===== src/mma_pkg.sv =====
// Package: shared constants, types and codes for the matrix multiply-accumulate block
`default_nettype none
package mma_pkg;
    localparam int MAX_DIM = 16;
    localparam int IDX_W = $clog2(MAX_DIM);
    localparam int ADDR_W = 2 * IDX_W;
    localparam int DIM_W = $clog2(MAX_DIM + 1);

    typedef enum logic [2:0] {
        CMD_LOAD_A  = 3'd0,
        CMD_LOAD_B  = 3'd1,
        CMD_LOAD_C  = 3'd2,
        CMD_COMPUTE = 3'd3,
        CMD_READ_C  = 3'd4
    } t_cmd;

    typedef enum logic [2:0] {
        REG_TRANSPOSE_A = 3'd0,
        REG_TRANSPOSE_B = 3'd1,
        REG_ROWS_M      = 3'd2,
        REG_COLS_N      = 3'd3,
        REG_DEPTH_K     = 3'd4,
        REG_ALPHA       = 3'd5,
        REG_BETA        = 3'd6
    } t_reg;

    typedef enum logic [2:0] {
        ST_IDLE,
        ST_READ,
        ST_INIT,
        ST_MAC,
        ST_WRITE,
        ST_DONE
    } t_state;

    // controller -> datapath
    typedef struct packed {
        logic             load_a;
        logic             load_b;
        logic             load_c;
        logic             read_c;
        logic             init_acc;
        logic             mac;
        logic             write_c;
        logic             respond;
        logic             resp_from_read;
        logic [IDX_W-1:0] i;
        logic [IDX_W-1:0] j;
        logic [IDX_W-1:0] k;
    } t_ctrl;

    // datapath -> controller
    typedef struct packed {
        logic mac_drained;
    } t_stat;
endpackage
`default_nettype wire


===== src/mma_ctrl.sv =====
// Controller: command sequencing and the i, j, k walk of the compute command
`default_nettype none
module mma_ctrl (
    input  wire logic                      i_clk,
    input  wire logic                      i_rst_n,
    input  wire logic                      start,
    output logic                           busy,
    input  wire logic [2:0]                i_cmd,
    input  wire logic [mma_pkg::DIM_W-1:0] i_m,
    input  wire logic [mma_pkg::DIM_W-1:0] i_n,
    input  wire logic [mma_pkg::DIM_W-1:0] i_k,
    input  wire mma_pkg::t_stat            i_stat,
    output mma_pkg::t_ctrl                 o_ctrl
);
    import mma_pkg::*;

    t_state r_state, n_state;
    logic [IDX_W-1:0] r_i, n_i, r_j, n_j, r_k, n_k;
    logic accept;
    logic last_k, last_j, last_i, empty;

    assign accept = start && !busy;
    assign last_k = ({1'b0, r_k} == i_k - DIM_W'(1));
    assign last_j = ({1'b0, r_j} == i_n - DIM_W'(1));
    assign last_i = ({1'b0, r_i} == i_m - DIM_W'(1));
    assign empty  = (i_m == '0) || (i_n == '0);

    always_comb begin
        n_state = r_state;
        n_i = r_i;
        n_j = r_j;
        n_k = r_k;
        case (r_state)
            ST_IDLE: begin
                if (accept) begin
                    case (i_cmd)
                        CMD_READ_C: n_state = ST_READ;
                        CMD_COMPUTE: begin
                            n_i = '0;
                            n_j = '0;
                            n_state = empty ? ST_DONE : ST_INIT;
                        end
                        default: n_state = ST_IDLE;
                    endcase
                end
            end
            ST_READ: n_state = ST_IDLE;
            ST_INIT: begin
                n_k = '0;
                n_state = (i_k == '0) ? ST_WRITE : ST_MAC;
            end
            ST_MAC: begin
                n_k = r_k + IDX_W'(1);
                if (last_k) n_state = ST_WRITE;
            end
            ST_WRITE: begin
                if (i_stat.mac_drained) begin
                    if (last_j) begin
                        n_j = '0;
                        n_i = r_i + IDX_W'(1);
                        n_state = last_i ? ST_DONE : ST_INIT;
                    end else begin
                        n_j = r_j + IDX_W'(1);
                        n_state = ST_INIT;
                    end
                end
            end
            ST_DONE: n_state = ST_IDLE;
            default: n_state = ST_IDLE;
        endcase
    end

    always_comb begin
        o_ctrl = '0;
        o_ctrl.i = r_i;
        o_ctrl.j = r_j;
        o_ctrl.k = r_k;
        busy = (r_state != ST_IDLE);
        case (r_state)
            ST_IDLE: begin
                if (accept) begin
                    o_ctrl.load_a  = (i_cmd == CMD_LOAD_A);
                    o_ctrl.load_b  = (i_cmd == CMD_LOAD_B);
                    o_ctrl.load_c  = (i_cmd == CMD_LOAD_C);
                    o_ctrl.read_c  = (i_cmd == CMD_READ_C);
                    o_ctrl.respond = !(i_cmd inside {CMD_READ_C, CMD_COMPUTE});
                end
            end
            ST_READ: begin
                o_ctrl.respond = 1'b1;
                o_ctrl.resp_from_read = 1'b1;
            end
            ST_INIT:  o_ctrl.init_acc = 1'b1;
            ST_MAC:   o_ctrl.mac = 1'b1;
            ST_WRITE: o_ctrl.write_c = i_stat.mac_drained;
            ST_DONE:  o_ctrl.respond = 1'b1;
            default: ;
        endcase
    end

    always_ff @(posedge i_clk) begin
        if (!i_rst_n) begin
            r_state <= ST_IDLE;
            r_i <= '0;
            r_j <= '0;
            r_k <= '0;
        end else begin
            r_state <= n_state;
            r_i <= n_i;
            r_j <= n_j;
            r_k <= n_k;
        end
    end

`ifndef SYNTH
    a_write_only_in_walk: assert property (@(posedge i_clk) disable iff (!i_rst_n)
        o_ctrl.write_c |-> r_state == ST_WRITE)
        else $error("C write outside the walk");
    a_read_responds: assert property (@(posedge i_clk) disable iff (!i_rst_n)
        o_ctrl.read_c |=> o_ctrl.respond && o_ctrl.resp_from_read)
        else $error("read did not respond next cycle");
    a_idle_after_done: assert property (@(posedge i_clk) disable iff (!i_rst_n)
        r_state == ST_DONE |=> !busy)
        else $error("did not return to idle");
`endif
endmodule
`default_nettype wire


===== config.mk =====
export PLATFORM = sky130hd
export DESIGN_NAME = mma_ctrl
export DESIGN_NICKNAME = d
export VERILOG_FILES = /design/src/mma_pkg.sv /design/src/mma_ctrl.sv
export SDC_FILE = /design/constraint.sdc
export NUM_CORES = 1
export LEC_CHECK = 0
export BUFFER_PORTS_ARGS = -buffer_cell sky130_fd_sc_hd__buf_4
export CORE_UTILIZATION = 55
export CTS_BUF_LIST = sky130_fd_sc_hd__clkbuf_8
export DETAILED_ROUTE_END_ITERATION = 10
export GPL_ROUTABILITY_DRIVEN = 0
export PLACE_DENSITY = 0.87
export SKIP_LAST_GASP = 1
export SYNTH_ARGS = -nofsm -noshare
export SYNTH_HDL_FRONTEND = slang
export SYNTH_SLANG_ARGS = --single-unit

===== constraint.sdc =====
create_clock -name i_clk -period 3.3 [get_ports i_clk]
set_input_delay 0.495 -clock i_clk [delete_from_list [all_inputs] [get_ports i_clk]]
set_output_delay 0.495 -clock i_clk [all_outputs]
set_load 0.01 [all_outputs]

==> flow_metrics.env <==
export IMPL_outcome="finished clean"
export IMPL_timing_hold_ws_ns=0.505
export IMPL_rows=16
export IMPL_skew_ns=0.00664
export IMPL_h_tree_depth=1
export IMPL_grt_pass1_wl_um=5640
export IMPL_initial_core_util_pct=61.1
export IMPL_drt_total_wl_um=3350
export IMPL_ys_flop_type="dfxtp_1"
export IMPL_vias=1367
export IMPL_critPathLaunchType="register"
export IMPL_wl_per_cell_um=14.5
export IMPL_core_area_um2=2060
export IMPL_fillers=131
export IMPL_grt_max_degree=13
export IMPL_vias_per_cell=5.94
export IMPL_dieArea_um2=2490
export IMPL_power_density_nw_per_um2=266
export IMPL_vdd_ir_drop_max_uv=253
export IMPL_synthCells=159
export IMPL_postSynthAreaPerCell_um2=7.92
export IMPL_dp_cells=226
export IMPL_finalSetupViolations=0
export IMPL_synth_edf_count=0
export IMPL_crit_fanout=10
export IMPL_layout_drive_gt1_share_pct=25.6
export IMPL_worstRegToRegCells=4
export IMPL_path_clk_slew_ns=0.07
export IMPL_dpl_hpwl_um=2660
export IMPL_crit_path_end_kind="output pin"
export IMPL_synth_common_cells="dfxtp_1 (15), nand2_1 (15), nor3_1 (12), xnor2_1 (12), inv_1 (11)"
export IMPL_drtIter0Drc=27
export IMPL_syn_area_um2=1260
export IMPL_firstDrtPassIters=6
export IMPL_min_path_type="input pin to register"
export IMPL_layoutNonFillerInstCount=230
export IMPL_cts_made_buffers=3
export IMPL_relSlewSlack_pct=56.0
export IMPL_io_pins=44
export IMPL_crit_end="o_ctrl[19]"
export IMPL_synthArstFlopShare_pct=0
export IMPL_ys_top_cells_by_area="dfxtp_1 (24%), xnor2_1 (8.3%), ha_1 (6.0%)"
export IMPL_timing_fmax_ghz=0.409
export IMPL_gr_total_overflow=0
export IMPL_cts_sinks=15
export IMPL_synth_seq_cells=15
export IMPL_power_leakage_nw=0.747
export IMPL_seq_area_frac_synth_pct=23.8
export IMPL_grt_pass1_vias=1363
export IMPL_rsz0062_at_grt="no"
export IMPL_synth_cell_types=45
export IMPL_crit_required_ns=2.80
export IMPL_drv_cap=0
export IMPL_cp_startpoint="r_state[2]"
export IMPL_fin_nets=232
export IMPL_cts_setup_buffers=0
export IMPL_report_final_slew_viol_count=0
export IMPL_syn_to_final_growth_pct=30.8
export IMPL_hold_viol_final=0
export IMPL_postCtsHoldBufs=0
export IMPL_reg2reg_to="r_i[3]"
export IMPL_io_buffer_count=43
export IMPL_ctsResizeCount=0
export IMPL_critPathArrivalTime_ns=1.95
export IMPL_antenna_found_initial=0
export IMPL_yosys_warnings=0
export IMPL_crit_type="register to output pin"
export IMPL_min_period_ns=2.44
export IMPL_grtUsageTotal_pct=29.3
export IMPL_clk_latency_ns=0.25
export IMPL_period_share_pct=74.0
export IMPL_tns_ns=0
export IMPL_route_detailed_drc=0
export IMPL_r2r_slack_ns=1.26
export IMPL_yosys_area_top_type="dfxtp_1"
export IMPL_syn_num_nets=187
export IMPL_tightest_slew_ns=0.656
export IMPL_yosys_area_top_type_share_pct=23.8
export IMPL_root_buffer="clkbuf_8"
export IMPL_clock_path_buffers=2
export IMPL_ant_nets=0
export IMPL_r2r_start="r_state[2]"
export IMPL_die_y_um=49.9
export IMPL_die_w_um=49.9
export IMPL_cts_tree="done"
export IMPL_antenna_cells=0
metal layers:
metal,track usage [%],routed length (um),vias up,part of all wire (%)
met5,0,0,-,0
met1,30.5,1300,653,39
met2,55.4,1850,43,55
met3,7.10,133,8,4.0
met4,11.0,55,0,1.6
li1,-,-,663,-
cells in the final DEF (no fill, tap or decap), types with 2 or more instances in the layout:
master | synthesis | final
mux2i_1 | 3 | 3
or3_1 | 3 | 3
nor3b_1 | 3 | 3
a31oi_1 | 2 | 2
nand2_1 | 15 | 15
dfxtp_1 | 15 | 15
nand3_1 | 8 | 8
nor2_1 | 5 | 5
nor4b_1 | 4 | 4
clkbuf_8 | 0 | 3
o21ai_0 | 2 | 2
ha_1 | 6 | 6
nor2b_1 | 6 | 6
xor2_1 | 8 | 8
buf_4 | 1 | 43
and3_1 | 3 | 3
inv_1 | 11 | 11
nor3_1 | 12 | 12
o211ai_1 | 2 | 2
nand2b_1 | 2 | 2
xnor2_1 | 12 | 12
o31ai_1 | 2 | 2
nor4_1 | 3 | 3
a21oi_1 | 8 | 8
flip-flops by register name (all words and copies together), names as in the netlist:
signal / count
r_k: 4
r_i: 4
r_j: 4
r_state: 3
through the flow:
stage | instance area (um2) | worst slack (ns) | utilization, % | total power, mW
CTS | 1650 | 0.889 | 79.9 | 0.438
detailed placement | 1600 | 1.00 | 77.7 | 0.289
floorplan | 1260 | 1.25 | - | 0.244
global route | 1650 | 0.792 | 79.9 | 0.459
finish | 1650 | 0.857 | 79.9 | 0.438
global placement | 1600 | 1.12 | 77.7 | 0.283
cell type report:
| cell class | count | area (um2) | share of cell area [%] |
|---|---|---|---|
| Sequential cell | 15 | 300 | 18.2 |
| Tap cell | 27 | 33.8 | 2.05 |
| Inverter | 11 | 41.3 | 2.51 |
| Timing Repair Buffer | 43 | 323 | 19.6 |
| Multi-Input combinational cell | 130 | 903 | 54.8 |
| Clock inverter | 1 | 5.00 | 0.304 |
| Clock buffer | 3 | 41.3 | 2.51 |
worst max-delay path, cell delays in order, from the launching register on:
cell and delay (ns):
dfxtp_1 0.40, nor3_1 0.59, nand2_1 0.22, nor4b_1 0.31, buf_4 0.18
cell families after synthesis:
| group | synth area share [%] |
|---|---|
| buf+inv | 4.47 |
| fa+ha+maj | 5.96 |
| compound gates | 14.3 |
| simple gates | 33.3 |
| mux | 2.38 |
| flops | 23.8 |
| xor+xnor | 15.8 |
worst min-delay path by stage:
stage	start	to	slack, ns	depth (start not counted)
finish	i_rst_n	r_state[0]	0.51	2
global route	i_rst_n	r_state[0]	0.50	2
CTS	i_rst_n	r_state[0]	0.51	2
detailed placement	r_i[1]	r_i[1]	0.52	2
global placement	r_k[3]	r_k[3]	0.51	2
floorplan	r_k[3]	r_k[3]	0.52	2
power breakdown:
part	internal (mW)	switching [mW]	leakage, nW
logic	0.0499	0.0504	0.600
clock network	0.0837	0.0680	0.0255
registers	0.182	0.00310	0.121
Power figures use the tool's default switching activity.
